## src/rtl/core/sjs_pkg.sv

```systemverilog
// shared types and constants for the stepper jog and sweep sequencer
// no dependencies; used by the channel interfaces and the top level
`default_nettype none

package sjs_pkg;

	localparam int TIMER_BITS = 16;

	localparam int CFG_INDEX_BITS = 8;
	localparam int CFG_DATA_BITS  = 16;

	localparam int TAP_BITS   = 6;
	localparam int SWEEP_BITS = 8;
	localparam int COIL_BITS  = 4;
	localparam int PHASE_BITS = 2;
	localparam int WIN_BITS   = 16;

	typedef logic [TIMER_BITS-1:0] timer_t;
	typedef logic [COIL_BITS-1:0]  coil_t;

	typedef enum logic [CFG_INDEX_BITS-1:0] {
		REG_TAPS_TO_SWEEP  = 8'd0,
		REG_SWEEP_LENGTH   = 8'd1,
		REG_TAP_WINDOW_MS  = 8'd2,
		REG_STEP_PERIOD_MS = 8'd3
	} cfg_reg_t;

	localparam logic [TAP_BITS-1:0]   TAPS_TO_SWEEP_RST  = 6'd3;
	localparam logic [SWEEP_BITS-1:0] SWEEP_LENGTH_RST   = 8'd100;
	localparam logic [WIN_BITS-1:0]   TAP_WINDOW_MS_RST  = 16'd500;
	localparam logic [WIN_BITS-1:0]   STEP_PERIOD_MS_RST = 16'd10;

	// coil drive per phase: 8,1,4,2 walking clockwise
	function automatic coil_t coil_of_phase(input logic [PHASE_BITS-1:0] ph);
		coil_t c;
		case (ph)
			2'd0: c = 4'h8;
			2'd1: c = 4'h1;
			2'd2: c = 4'h4;
			2'd3: c = 4'h2;
			default: c = 4'h0;
		endcase
		return c;
	endfunction

endpackage

`default_nettype wire

```

## src/rtl/core/sjs_ifs.sv

```systemverilog
// valid/ready channels of the sequencer: poll requests, results, config writes
// depends on sjs_pkg for field widths
`default_nettype none

interface sjs_poll_if;
	logic valid;
	logic ready;
	logic cw_key;
	logic ccw_key;
	logic tick;
	modport source (output valid, cw_key, ccw_key, tick, input ready);
	modport sink (input valid, cw_key, ccw_key, tick, output ready);
endinterface

interface sjs_result_if;
	logic              valid;
	logic              ready;
	sjs_pkg::coil_t    coil_pattern;
	logic              step_taken;
	logic              turning_ccw;
	logic              sweeping;
	modport source (output valid, coil_pattern, step_taken, turning_ccw, sweeping,
		input ready);
	modport sink (input valid, coil_pattern, step_taken, turning_ccw, sweeping,
		output ready);
endinterface

interface sjs_cfg_if;
	logic                                valid;
	logic                                ready;
	logic [sjs_pkg::CFG_INDEX_BITS-1:0]  index;
	logic [sjs_pkg::CFG_DATA_BITS-1:0]   data;
	modport source (output valid, index, data, input ready);
	modport sink (input valid, index, data, output ready);
endinterface

`default_nettype wire

```

## src/rtl/core/stepper_jog_and_sweep_sequencer_top.sv

```systemverilog
// stepper jog and sweep sequencer, top level
// depends on sjs_pkg and the channel interfaces in sjs_ifs.sv
`default_nettype none

// One poll request is taken per clock and its result appears in the output
// register in the next cycle; the only stall is a result that has not been taken,
// since the whole state update is one combinational pass from the held state and
// the request into the state and result registers. Config writes are always
// ready and must only be issued while no request is in flight.
module stepper_jog_and_sweep_sequencer_top (
	input  wire              clk,
	input  wire              arst_n,
	sjs_cfg_if.sink          cfg,
	sjs_poll_if.sink         poll,
	sjs_result_if.source     result
);

	logic [sjs_pkg::TAP_BITS-1:0]   taps_to_sweep_q;
	logic [sjs_pkg::SWEEP_BITS-1:0] sweep_length_q;
	logic [sjs_pkg::WIN_BITS-1:0]   tap_window_q;
	logic [sjs_pkg::WIN_BITS-1:0]   step_period_q;

	logic                           key_held_q;
	logic [sjs_pkg::TAP_BITS-1:0]   tap_count_q;
	logic                           dir_q;
	logic [sjs_pkg::SWEEP_BITS-1:0] sweep_done_q;
	logic [sjs_pkg::PHASE_BITS-1:0] phase_q;
	sjs_pkg::timer_t                tap_timer_q;
	sjs_pkg::timer_t                step_timer_q;
	sjs_pkg::coil_t                 coils_q;

	logic res_valid_q;
	logic res_step_q;
	logic res_sweep_q;

	logic                           key_held_d;
	logic [sjs_pkg::TAP_BITS-1:0]   tap_count_d;
	logic                           dir_d;
	logic [sjs_pkg::SWEEP_BITS-1:0] sweep_done_d;
	logic [sjs_pkg::PHASE_BITS-1:0] phase_d;
	sjs_pkg::timer_t                tap_timer_d;
	sjs_pkg::timer_t                step_timer_d;
	sjs_pkg::coil_t                 coils_d;
	logic                           step_d;
	logic                           pressed;
	logic                           poll_acc;

	assign cfg.ready  = 1'b1;
	assign poll.ready = !res_valid_q || result.ready;
	assign poll_acc   = poll.valid && poll.ready;
	assign pressed    = poll.cw_key || poll.ccw_key;

	always_ff @(posedge clk or negedge arst_n) begin
		if (!arst_n) begin
			taps_to_sweep_q <= sjs_pkg::TAPS_TO_SWEEP_RST;
			sweep_length_q  <= sjs_pkg::SWEEP_LENGTH_RST;
			tap_window_q    <= sjs_pkg::TAP_WINDOW_MS_RST;
			step_period_q   <= sjs_pkg::STEP_PERIOD_MS_RST;
		end else if (cfg.valid) begin
			case (sjs_pkg::cfg_reg_t'(cfg.index))
				sjs_pkg::REG_TAPS_TO_SWEEP:
					taps_to_sweep_q <= cfg.data[sjs_pkg::TAP_BITS-1:0];
				sjs_pkg::REG_SWEEP_LENGTH:
					sweep_length_q <= cfg.data[sjs_pkg::SWEEP_BITS-1:0];
				sjs_pkg::REG_TAP_WINDOW_MS:
					tap_window_q <= cfg.data[sjs_pkg::WIN_BITS-1:0];
				sjs_pkg::REG_STEP_PERIOD_MS:
					step_period_q <= cfg.data[sjs_pkg::WIN_BITS-1:0];
				default: ;
			endcase
		end
	end

	always_comb begin
		key_held_d   = key_held_q;
		tap_count_d  = tap_count_q;
		dir_d        = dir_q;
		sweep_done_d = sweep_done_q;
		phase_d      = phase_q;
		tap_timer_d  = tap_timer_q;
		step_timer_d = step_timer_q;
		coils_d      = coils_q;
		step_d       = 1'b0;

		// tick is applied first, timers stop at zero
		if (poll.tick && tap_timer_d != '0)
			tap_timer_d = tap_timer_d - 1'b1;
		if (poll.tick && step_timer_d != '0)
			step_timer_d = step_timer_d - 1'b1;

		// tap counting
		if (tap_timer_d != '0 || pressed) begin
			if (pressed && !key_held_d) begin
				tap_timer_d = sjs_pkg::timer_t'(tap_window_q);
				key_held_d  = 1'b1;
			end
			if (!pressed && key_held_d) begin
				key_held_d  = 1'b0;
				tap_count_d = tap_count_d + 1'b1;
				if (tap_count_d >= taps_to_sweep_q) begin
					dir_d        = 1'b0;
					sweep_done_d = '0;
				end
			end
		end else begin
			key_held_d = 1'b0;
			if (tap_count_d < taps_to_sweep_q)
				tap_count_d = '0;
		end

		// stepping
		if (step_timer_d == '0 && (pressed || tap_count_d >= taps_to_sweep_q)) begin
			// a tap past the threshold stops the sweep
			if (tap_count_d > taps_to_sweep_q)
				tap_count_d = '0;
			if (poll.cw_key)
				dir_d = 1'b0;
			else if (poll.ccw_key)
				dir_d = 1'b1;
			if (tap_count_d >= taps_to_sweep_q) begin
				if (sweep_done_d > sweep_length_q) begin
					dir_d        = !dir_d;
					sweep_done_d = '0;
				end
				sweep_done_d = sweep_done_d + 1'b1;
			end
			step_timer_d = sjs_pkg::timer_t'(step_period_q);
			coils_d      = sjs_pkg::coil_of_phase(phase_d);
			phase_d      = dir_d ? phase_d - 1'b1 : phase_d + 1'b1;
			step_d       = 1'b1;
		end else if (!pressed && tap_count_d == '0) begin
			sweep_done_d = '0;
		end
	end

	always_ff @(posedge clk or negedge arst_n) begin
		if (!arst_n) begin
			key_held_q   <= 1'b0;
			tap_count_q  <= '0;
			dir_q        <= 1'b0;
			sweep_done_q <= '0;
			phase_q      <= '0;
			tap_timer_q  <= '0;
			step_timer_q <= '0;
			coils_q      <= '0;
			res_valid_q  <= 1'b0;
		end else begin
			if (poll_acc) begin
				key_held_q   <= key_held_d;
				tap_count_q  <= tap_count_d;
				dir_q        <= dir_d;
				sweep_done_q <= sweep_done_d;
				phase_q      <= phase_d;
				tap_timer_q  <= tap_timer_d;
				step_timer_q <= step_timer_d;
				coils_q      <= coils_d;
				res_valid_q  <= 1'b1;
			end else if (result.ready) begin
				res_valid_q <= 1'b0;
			end
		end
	end

	always_ff @(posedge clk) begin
		if (poll_acc) begin
			res_step_q  <= step_d;
			res_sweep_q <= tap_count_d >= taps_to_sweep_q;
		end
	end

	// coils and direction only move on an accepted request, so they are the result
	assign result.valid        = res_valid_q;
	assign result.coil_pattern = coils_q;
	assign result.turning_ccw  = dir_q;
	assign result.step_taken   = res_step_q;
	assign result.sweeping     = res_sweep_q;

	a_step_onehot: assert property (@(posedge clk) disable iff (!arst_n)
		res_valid_q && res_step_q |-> $onehot(coils_q))
		else $error("step result without a one-hot coil pattern");

	a_coils_onehot0: assert property (@(posedge clk) disable iff (!arst_n)
		$onehot0(coils_q))
		else $error("more than one coil energized");

	a_accept_gives_result: assert property (@(posedge clk) disable iff (!arst_n)
		poll_acc |=> res_valid_q)
		else $error("accepted request produced no result");

	a_stall_blocks: assert property (@(posedge clk) disable iff (!arst_n)
		res_valid_q && !result.ready |-> !poll.ready)
		else $error("request taken while result stalled");

	a_timer_loaded_on_step: assert property (@(posedge clk) disable iff (!arst_n)
		poll_acc && step_d |=> step_timer_q == sjs_pkg::timer_t'($past(step_period_q)))
		else $error("step timer not reloaded after a step");

endmodule

`default_nettype wire

```

## src/flat_wrapper.sv

```systemverilog
// flat-port wrapper written by rule: the top's interface ports become plain ports
module stepper_jog_and_sweep_sequencer_top_flat 
  (clk, arst_n, cfg_valid, cfg_index, cfg_data, cfg_ready, poll_valid, poll_cw_key, poll_ccw_key, poll_tick, poll_ready, result_valid, result_coil_pattern, result_step_taken, result_turning_ccw, result_sweeping, result_ready);
  sjs_cfg_if cfg_i ();
  sjs_poll_if poll_i ();
  sjs_result_if result_i ();
  input  wire clk;
  input  wire arst_n;
  input wire logic [$bits(cfg_i.valid)-1:0] cfg_valid;
  input wire logic [$bits(cfg_i.index)-1:0] cfg_index;
  input wire logic [$bits(cfg_i.data)-1:0] cfg_data;
  output wire logic [$bits(cfg_i.ready)-1:0] cfg_ready;
  input wire logic [$bits(poll_i.valid)-1:0] poll_valid;
  input wire logic [$bits(poll_i.cw_key)-1:0] poll_cw_key;
  input wire logic [$bits(poll_i.ccw_key)-1:0] poll_ccw_key;
  input wire logic [$bits(poll_i.tick)-1:0] poll_tick;
  output wire logic [$bits(poll_i.ready)-1:0] poll_ready;
  output wire logic [$bits(result_i.valid)-1:0] result_valid;
  output wire logic [$bits(result_i.coil_pattern)-1:0] result_coil_pattern;
  output wire logic [$bits(result_i.step_taken)-1:0] result_step_taken;
  output wire logic [$bits(result_i.turning_ccw)-1:0] result_turning_ccw;
  output wire logic [$bits(result_i.sweeping)-1:0] result_sweeping;
  input wire logic [$bits(result_i.ready)-1:0] result_ready;
  assign cfg_i.valid = cfg_valid;
  assign cfg_i.index = cfg_index;
  assign cfg_i.data = cfg_data;
  assign cfg_ready = cfg_i.ready;
  assign poll_i.valid = poll_valid;
  assign poll_i.cw_key = poll_cw_key;
  assign poll_i.ccw_key = poll_ccw_key;
  assign poll_i.tick = poll_tick;
  assign poll_ready = poll_i.ready;
  assign result_valid = result_i.valid;
  assign result_coil_pattern = result_i.coil_pattern;
  assign result_step_taken = result_i.step_taken;
  assign result_turning_ccw = result_i.turning_ccw;
  assign result_sweeping = result_i.sweeping;
  assign result_i.ready = result_ready;
  stepper_jog_and_sweep_sequencer_top u_core (.clk(clk), .arst_n(arst_n), .cfg(cfg_i), .poll(poll_i), .result(result_i));
endmodule
```

## config.mk

```make
export PLATFORM = sky130hd
export DESIGN_NAME = stepper_jog_and_sweep_sequencer_top_flat
export DESIGN_NICKNAME = d
export VERILOG_FILES = /design/src/rtl/core/sjs_pkg.sv /design/src/rtl/core/sjs_ifs.sv /design/src/rtl/core/stepper_jog_and_sweep_sequencer_top.sv /design/src/flat_wrapper.sv
export SDC_FILE = /design/constraint.sdc
export NUM_CORES = 1
export LEC_CHECK = 0
export BUFFER_PORTS_ARGS = -buffer_cell sky130_fd_sc_hd__buf_2
export CORE_ASPECT_RATIO = 1.25
export CORE_MARGIN = 3
export CORE_UTILIZATION = 38
export CTS_CLUSTER_DIAMETER = 40
export CTS_CLUSTER_SIZE = 8
export DETAILED_ROUTE_END_ITERATION = 6
export GPL_TIMING_DRIVEN = 0
export SLEW_MARGIN = 15
export SYNTH_ARGS = -nofsm -noshare
export SYNTH_HDL_FRONTEND = slang
export SYNTH_SLANG_ARGS = --single-unit
```

## constraint.sdc

```tcl
create_clock -name clk -period 8.8 [get_ports clk]
set_input_delay 2.64 -clock clk [delete_from_list [all_inputs] [get_ports clk]]
set_output_delay 2.64 -clock clk [all_outputs]
set_load 0.02 [all_outputs]
```

==> metrics.txt, run 1 <==
status=finished clean; largest family of logic cells by synthesized area=simple AND/OR/NAND/NOR gates; Worst path top cell family by delay=simple AND/OR/NAND/NOR gates; Max Transition Viols Final=0; number of fill cells=1,737; mux cell area share after synthesis=0.07608; Clock Path Buffers=2; Worst EP required=9050 ps; maximum vdd drop=0.1318 mV; wirelength, routed=18.56 mm; root buf cell=clkbuf_16; wire per inst=18.00 um; IO buf count=39; xor/xnor share of the synthesized area=0.01784; grt total ovfl=0; clk sinks=103; Die ar.=19,750 um^2; vias=5,823; Final nets=880; Cell variety after synth=83; Yosys Warn Count=0; CP arrival=8650 ps; Max stage delay cell, worst path=or4b_1; CTS buffer count=9; final setup vio count=0; EDFF count, synth=2; Buf/Inv on CP=2; CTS tree=yes; Clock Skew=8.102 ps; Final Util=0.4426; #FFs+latches synth=103; All-Layer GR Usage=0.1916; hold buffer count at cts=0; hpwl dp=13.87 mm; Tot Pwr=1.755 mW; Syn Area/Cell=9.215 um^2; Final ANT Viol Nets=0; Power Density=224.9 nW/um^2; drt pass-1 iters=4; P&R area growth vs syn=13.54%; post-route cell area=7805 um^2; Die Y=156.4 um; worst rel slew slack=0.3351; Achievable Freq=0.1191 GHz; Worst Path Max Fanout=10; Core Box Area=17,630 um^2; die width=126.3 um; register area share after synthesis=0.3788; Site Rows=54; max cap viols=0; crit path launch type=input port; global-route wire length before repair=30.14 mm; CP endpoint kind=register; final worst path period share=0.9543; worst hold path class=reg2reg; number of diodes=0; H-tree levels=3; DR iter-0 viols=319; Crit path largest cell delay=520 ps; I/O pin cnt=42; Starting Density=0.3898; CTS clk-pin slew, worst paths=70 ps; Synth Flop Type=dfrtp_1; worst hold slack=473.0 ps; leakage power=3.606 nW; most frequent CP cell=nand4_1; vias in the first global route=5,636; Final Critical Period=8398 ps; instance count of the mapped netlist=746; Synth Area in Adders=0.08373; # DRC=0; post-synthesis cell area=6874 um^2; asr flop ratio synth=0.9806; post-synth net total=824; pin count of the biggest net entering global routing=55; share of cells above drive strength 1=0.2020; worst skew pair latency=360 ps; CP Class=in2reg; Compound-Gate Fraction of Synth Area=0.1960; GP Congestion=0.9099; initial antenna violation count=0; Cell Area, Placed=7383 um^2; simple logic cell fraction of the synthesized area=0.2017; final setup TNS=0 ps; final hold violations=0; Slew @ Worst Pin=988.2 ps; DR vias/cell=5.648
==> placed cells by master, fill, tap and decap left out, types with 5 or more instances in the layout <==
cell       netlist  layout
clkbuf_1        23      26
clkbuf_16        0      10
a22oi_1          7       7
or2_2            6       6
nand4_1          9       9
nand2b_1         8       8
nand2_1         69      69
and2_1           9       9
or4_1            5       5
dfrtp_1         88      88
nor3_1          19      19
o21ai_0         55      54
xor2_1           7       7
buf_4            4       9
and3_1           8       8
a21o_1          16      16
dfstp_2         13      13
a21oi_1         48      48
mux2i_1          5       5
ha_1            46      46
o22ai_1         11      11
xnor2_1          7       7
inv_1           36      36
nand3_1         17      17
o31ai_1         15      14
mux2_2          42      42
nor2b_1         10      10
a211oi_1         5       5
nor4_1           8       8
buf_2            6      44
nor2_1          51      51
a31oi_1         12       9
or3_1            9       9
==> per-stage QoR <==
stage          instances  setup slack (ps)
3_3_place_gp        1009            -329.6
4_1_cts             1026             42.07
5_1_grt             1031            -9.422
2_1_floorplan        746             891.3
6_report            1031             402.2
3_5_place_dp        1010            -322.0
==> cells in the mapped netlist, types with 3 or more instances <==
library cell	n	area share
a32oi_1	3	0.0038
buf_4	4	0.0044
nor3_1	19	0.014
nand2_1	69	0.038
dfrtp_1	88	0.32
a22oi_1	7	0.0076
mux2i_1	5	0.0073
o31ai_1	15	0.016
nand3b_1	3	0.0033
nor3b_1	3	0.0033
a21oi_1	48	0.035
o41ai_1	3	0.0038
ha_1	46	0.084
and4_1	3	0.0038
and3_1	8	0.0073
buf_2	6	0.0044
a211oi_1	5	0.0055
nand3_1	17	0.012
xnor2_1	7	0.0089
nor2_1	51	0.028
o22ai_1	11	0.010
nand4_1	9	0.0082
or2_2	6	0.0055
clkbuf_1	23	0.013
dfstp_2	13	0.050
nor2b_1	10	0.0091
and2_1	9	0.0082
or4_1	5	0.0055
a31oi_1	12	0.011
a21o_1	16	0.017
o21ai_0	55	0.040
or3_1	9	0.0082
o21a_1	3	0.0033
xor2_1	7	0.0089
nor4_1	8	0.0073
nand2b_1	8	0.0073
mux2_2	42	0.069
inv_1	36	0.020
==> final cells by class <==
type	instances	area, um^2	area share
buffer	35	168.9	0.02164
clock buffer	13	261.5	0.03350
clock inverter	3	90.09	0.01154
inverter	38	142.6	0.01828
multi-input combinational	570	3991	0.5114
sequential	103	2604	0.3336
tap	224	280.3	0.03591
timing repair buffer	45	266.5	0.03415
==> path summary, 6_finish.rpt <==
kind,from,to,slack (ps),depth (start not counted)
setup / recovery,poll_tick,u_core.sweep_done_q[6]$_DFFE_PN0P_,400,26
min in group asynchronous,arst_n,u_core.step_period_q[14]$_DFFE_PN0P_,2200,1
setup reg to reg,u_core.tap_timer_q[0]$_DFFE_PN0P_,u_core.sweep_done_q[6]$_DFFE_PN0P_,1990,27
hold / removal,u_core.result.coil_pattern[0]$_DFFE_PN0P_,u_core.result.coil_pattern[0]$_DFFE_PN0P_,470,2
max in group asynchronous,arst_n,u_core.step_period_q[1]$_DFFE_PN1P_,5910,2
hold reg to reg,u_core.result.coil_pattern[0]$_DFFE_PN0P_,u_core.result.coil_pattern[0]$_DFFE_PN0P_,470,2
==> worst min-delay path, stage by stage, from the launching register on <==
cell and delay, ps:
dfrtp_1 350, nand2_1 50, nand2_1 50
==> routing by layer <==
| metal | part of all wire | vias up | global-route usage |
|---|---|---|---|
| li1 | - | 2857 | - |
| met1 | 0.44 | 2837 | 0.2431 |
| met2 | 0.49 | 104 | 0.3284 |
| met3 | 0.030 | 25 | 0.02287 |
| met4 | 0.035 | 0 | 0.08585 |
| met5 | 0 | - | 0 |
==> logic make-up (layout without fill, tap and decap cells) <==
kind of cell | Yosys count | after routing
flip-flops | 103 | 103
other | 1 | 1
multiplexers | 47 | 47
AO/OA/AOI/OAI | 204 | 204
XOR/XNOR | 14 | 14
adder cells (fa/ha/maj) | 46 | 46
AND/OR/NAND/NOR | 258 | 258
buffers and inverters | 73 | 134
==> report_power, final <==
part	switching, mW	internal, mW	leakage [nW]
sequential	0.0827	0.556	1.30
clock	0.189	0.296	0.169
combinational	0.383	0.248	2.14
==> timing repair <==
action                     in CTS  in global routing
setup endpoints to repair       0                  7
gates resized for setup         0                  7
buffers inserted                0                  5
==> state kept, by name (all words and copies together) (netlist names), 2 cells and up <==
name	flops
u_core.tap_window_q	16
u_core.sweep_length_q	8
u_core.tap_count_q	6
u_core.phase_q	2
u_core.sweep_done_q	8
u_core.step_period_q	16
u_core.step_timer_q	16
u_core.result.coil_pattern	4
u_core.taps_to_sweep_q	6
u_core.tap_timer_q	16
(Power assumes the default switching activity.)
==> run 2, diff against run 1 <==
--- a/config.mk
+++ b/config.mk
@@ -6,6 +6,8 @@
 export NUM_CORES = 1
 export LEC_CHECK = 0
 export BUFFER_PORTS_ARGS = -buffer_cell sky130_fd_sc_hd__buf_2
+export CELL_PAD_IN_SITES_DETAIL_PLACEMENT = 0
+export CELL_PAD_IN_SITES_GLOBAL_PLACEMENT = 1
 export CORE_ASPECT_RATIO = 1.25
 export CORE_MARGIN = 3
 export CORE_UTILIZATION = 38
@@ -13,6 +15,7 @@
 export CTS_CLUSTER_SIZE = 8
 export DETAILED_ROUTE_END_ITERATION = 6
 export GPL_TIMING_DRIVEN = 0
+export PLACE_DENSITY_LB_ADDON = 0.1
 export SLEW_MARGIN = 15
 export SYNTH_ARGS = -nofsm -noshare
 export SYNTH_HDL_FRONTEND = slang
==> run 2 against run 1 <==
Against the previous run:
- flip-flop and latch count is the same
- combinational power grew 0.8%
- sequential share of layout area grew 0.11 points
- via count shrank 0.52%
- fmax grew 0.37%
- sequential power is essentially flat
- highest routed layer unchanged
- core utilization shrank 0.14 points
- clock power shrank 12%
- power shrank 3.1%
- largest power group unchanged
- first-iteration DRC count grew 10%
- critical path type unchanged
==> metrics.txt, run 2 (synthesized netlist as in run 1, its figures left out) <==
# placed instances=1,010; DR iter-0 viols=352; DR vias/cell=5.635; CTS clk-pin slew, worst paths=70 ps; final non-filler cell total=1,028; Clock Skew=8.329 ps; crit path launch type=input port; global-route wire length before repair=31.32 mm; CTS tree=yes; Achievable Freq=0.1195 GHz; CP Class=in2reg; final worst path period share=0.9507; GP Congestion=0.9021; P&R area growth vs syn=13.18%; most frequent cells in the layout=88 x dfrtp_1, 69 x nand2_1, 54 x o21ai_0; Final Critical Period=8367 ps; final setup TNS=0 ps; Die ar.=19,750 um^2; Core Box Area=17,630 um^2; Worst Path Max Fanout=10; drt pass-1 iters=5; post-route cell area=7780 um^2; Clock Path Buffers=2; Worst EP required=9050 ps; leakage power=3.574 nW; worst rel slew slack=0.3978; initial antenna violation count=0; vias=5,793; I/O pin cnt=42; DP Worst Slack=-280.9 ps; hpwl dp=14.46 mm; Slew @ Worst Pin=895.1 ps; final setup vio count=0; root buf cell=clkbuf_16; CTS buffer count=9; wire per inst=18.91 um; post-route worst setup slack=433.4 ps; final hold violations=0; clk sinks=103; Final ANT Viol Nets=0; Final Util=0.4412; Max Transition Viols Final=0; pin count of the biggest net entering global routing=83; Power Density=218.7 nW/um^2; IO buf count=39; H-tree levels=3; Tot Pwr=1.702 mW; Final nets=877; CP arrival=8610 ps; Cell Area, Placed=7383 um^2; vias in the first global route=5,740; number of diodes=0; maximum vdd drop=0.09685 mV; Die Y=156.4 um; # DRC=0; RSZ-0062 raised after global routing=false; leading cell type in the layout, fill and taps excluded=dfrtp_1; status=finished clean; All-Layer GR Usage=0.2006; worst skew pair latency=360 ps; wirelength, routed=19.44 mm; die width=126.3 um; CP endpoint kind=register; max cap viols=0; Site Rows=54; hold buffer count at cts=0; grt total ovfl=0; worst hold slack=471.1 ps; share of cells above drive strength 1=0.2040; worst hold path class=reg2reg; Starting Density=0.3898
## run 2: worst paths after layout
path	start	end	slack, ps	cells after the start
setup / recovery	poll_tick	u_core.sweep_done_q[6]$_DFFE_PN0P_	430	27
hold / removal	u_core.result.coil_pattern[3]$_DFFE_PN0P_	u_core.result.coil_pattern[3]$_DFFE_PN0P_	470	2
setup reg to reg	u_core.tap_timer_q[0]$_DFFE_PN0P_	u_core.sweep_done_q[6]$_DFFE_PN0P_	1960	28
hold reg to reg	u_core.result.coil_pattern[3]$_DFFE_PN0P_	u_core.result.coil_pattern[3]$_DFFE_PN0P_	470	2
max in group asynchronous	arst_n	u_core.sweep_length_q[5]$_DFFE_PN1P_	5960	2
min in group asynchronous	arst_n	u_core.tap_timer_q[4]$_DFFE_PN0P_	2120	1
## run 2: final cells by class
cell class / count / area (um^2)
multi-input cells: 570 / 4023
fillers: 1709 / 9854
clock buffers: 9 / 225.2
flip-flops and latches: 103 / 2604
clock inverters: 7 / 80.08
repair buffers: 42 / 256.5
inverters: 38 / 142.6
well taps: 224 / 280.3
plain buffers: 35 / 168.9
## run 2: timing repair
action / CTS / global route
endpoints found under the setup margin: 0 / 7
buffers inserted: 0 / 2
gates resized for setup: 0 / 11
## run 2: where the power goes
part | internal [mW] | total, mW | switching (mW)
combinational | 0.247 | 0.636 | 0.389
sequential | 0.556 | 0.640 | 0.0837
clock | 0.224 | 0.425 | 0.201
## run 2: worst max-delay path: stages
cell and delay, ps:
buf_4 160, or4b_1 510, nor2_1 240, nand4_1 340, o31ai_1 370, nand4_1 300
o31ai_4 290, buf_12 180, nor2b_1 70, a31oi_4 220, inv_1 70, ha_1 310
a21oi_1 150, o21ai_0 180, o22a_1 330, or2_2 320, ha_1 270, nand2b_1 100
a21oi_1 60, o21ai_0 160, a31o_2 280, and3_1 220, nand4_1 160, or2_2 320
nand4_1 90, nand2_1 70, a21o_1 180
## run 2: layer usage
metal / GRT usage / wire, um
met1: 0.2664 / 8888
met2: 0.3365 / 9572
met3: 0.02731 / 551
met4: 0.07103 / 430
met5: 0 / 0
==> run 3, diff against run 2 <==
--- a/config.mk
+++ b/config.mk
@@ -9,12 +9,13 @@
 export CELL_PAD_IN_SITES_DETAIL_PLACEMENT = 0
 export CELL_PAD_IN_SITES_GLOBAL_PLACEMENT = 1
 export CORE_ASPECT_RATIO = 1.25
-export CORE_MARGIN = 3
+export CORE_MARGIN = 2
 export CORE_UTILIZATION = 38
 export CTS_CLUSTER_DIAMETER = 40
 export CTS_CLUSTER_SIZE = 8
 export DETAILED_ROUTE_END_ITERATION = 6
 export GPL_TIMING_DRIVEN = 0
+export HOLD_SLACK_MARGIN = 0.15
 export PLACE_DENSITY_LB_ADDON = 0.1
 export SLEW_MARGIN = 15
 export SYNTH_ARGS = -nofsm -noshare
==> run 3 against run 2 <==
Against the previous run:
- power down 0.55%
- fmax fell by 1.3%
- final cell count is 0.39% higher
- critical path type unchanged
==> metrics.txt, run 3 (synthesized netlist as in run 1, its figures left out) <==
Worst Path Max Fanout=10; final setup TNS=0 ps; wirelength, routed=19.62 mm; DP Worst Slack=-468.7 ps; vias in the first global route=5,582; CTS buffer count=9; drt pass-1 iters=5; Clock Path Buffers=2; hold buffer count at cts=0; CTS tree=yes; worst rel slew slack=0.3946; # placed instances=1,014; worst hold path class=reg2reg; CP Class=in2reg; Power Density=218.2 nW/um^2; P&R area growth vs syn=12.83%; RSZ-0062 raised after global routing=false; pin count of the biggest net entering global routing=83; crit path launch type=input port; root buf cell=clkbuf_16; Final Util=0.4335; CTS clk-pin slew, worst paths=80 ps; Die ar.=19,190 um^2; status=finished clean; flop-to-flop setup slack=1860 ps; number of diodes=0; DR iter-0 viols=335; most frequent CP cell=nand4_1; global-route wire length before repair=31.26 mm; leakage power=3.577 nW; max cap viols=0; worst skew pair latency=370 ps; final non-filler cell total=1,032; post-route worst setup slack=327.0 ps; Slew @ Worst Pin=899.8 ps; clk sinks=103; GP Congestion=0.8695; IO buf count=39; Site Rows=55; Core Box Area=17,890 um^2; DR vias/cell=5.643; I/O pin cnt=42; # DRC=0; most frequent cells in the layout=88 x dfrtp_1, 69 x nand2_1, 54 x o21ai_0; grt total ovfl=0; H-tree levels=3; Cell Area, Placed=7388 um^2; Final Critical Period=8473 ps; Worst EP required=9060 ps; Starting Density=0.3842; maximum vdd drop=0.1168 mV; Die Y=154.4 um; Achievable Freq=0.1180 GHz; final setup vio count=0; hpwl dp=14.57 mm; Final nets=877; Clock Skew=9.916 ps; die width=124.3 um; CP endpoint kind=register; initial antenna violation count=0; Max stage delay cell, worst path=or4b_1; final worst path period share=0.9628; CP arrival=8740 ps; worst hold slack=474.5 ps; Final ANT Viol Nets=0; Max Transition Viols Final=0; leading cell type in the layout, fill and taps excluded=dfrtp_1; Crit path largest cell delay=510 ps; wire per inst=19.01 um; final hold violations=0; share of cells above drive strength 1=0.2002; All-Layer GR Usage=0.2062; Tot Pwr=1.692 mW; vias=5,824; post-route cell area=7756 um^2
## run 3: cell count changes in the layout (fill, tap and decap cells not counted), sizes merged
cell and delta:
inv +2, bufinv -1, clkinvlp -1
## run 3: final cells by class
type | instances | area [um^2]
buffer | 35 | 168.9
clock buffer | 9 | 225.2
clock inverter | 7 | 72.57
fill | 1822 | 10140
inverter | 38 | 142.6
multi-input combinational | 570 | 4001
sequential | 103 | 2604
tap | 228 | 285.3
timing repair buffer | 42 | 256.5
## run 3: worst max-delay path: cells and delay by family
kind	cells	cell delay (ps)
AOI/OAI and AO/OA	10	2330
adders and majority gates	2	590
and+or+nand+nor	12	2740
buffers and inverters	3	420
## run 3: where the power goes
group          total, mW  switching [mW]  internal, mW
Clock              0.416           0.215         0.201
Sequential         0.642          0.0864         0.556
Combinational      0.633           0.386         0.247
## run 3: repair_timing
item                                    4_1_cts  5_1_grt
resized for setup                             1        6
pin swaps                                     0        2
buffers inserted                              0        2
endpoints found under the setup margin        1        7
## run 3: final timing paths
| kind | from | end | depth (start not counted) |
|---|---|---|---|
| max | poll_tick | u_core.sweep_done_q[6]$_DFFE_PN0P_ | 27 |
| min in group asynchronous | arst_n | u_core.tap_timer_q[4]$_DFFE_PN0P_ | 1 |
| max reg2reg | u_core.tap_timer_q[0]$_DFFE_PN0P_ | u_core.sweep_done_q[6]$_DFFE_PN0P_ | 28 |
| min | u_core.result.coil_pattern[0]$_DFFE_PN0P_ | u_core.result.coil_pattern[0]$_DFFE_PN0P_ | 2 |
| min reg2reg | u_core.result.coil_pattern[0]$_DFFE_PN0P_ | u_core.result.coil_pattern[0]$_DFFE_PN0P_ | 2 |
| max in group asynchronous | arst_n | u_core.sweep_length_q[2]$_DFFE_PN1P_ | 2 |
## run 3: routing by layer
metal | up-vias | track usage | wire, um
li1 | 2828 | - | -
met4 | 0 | 0.06902 | 322
met1 | 2871 | 0.2695 | 8987
met2 | 104 | 0.3575 | 9721
met3 | 21 | 0.02110 | 583
met5 | - | 0 | 0
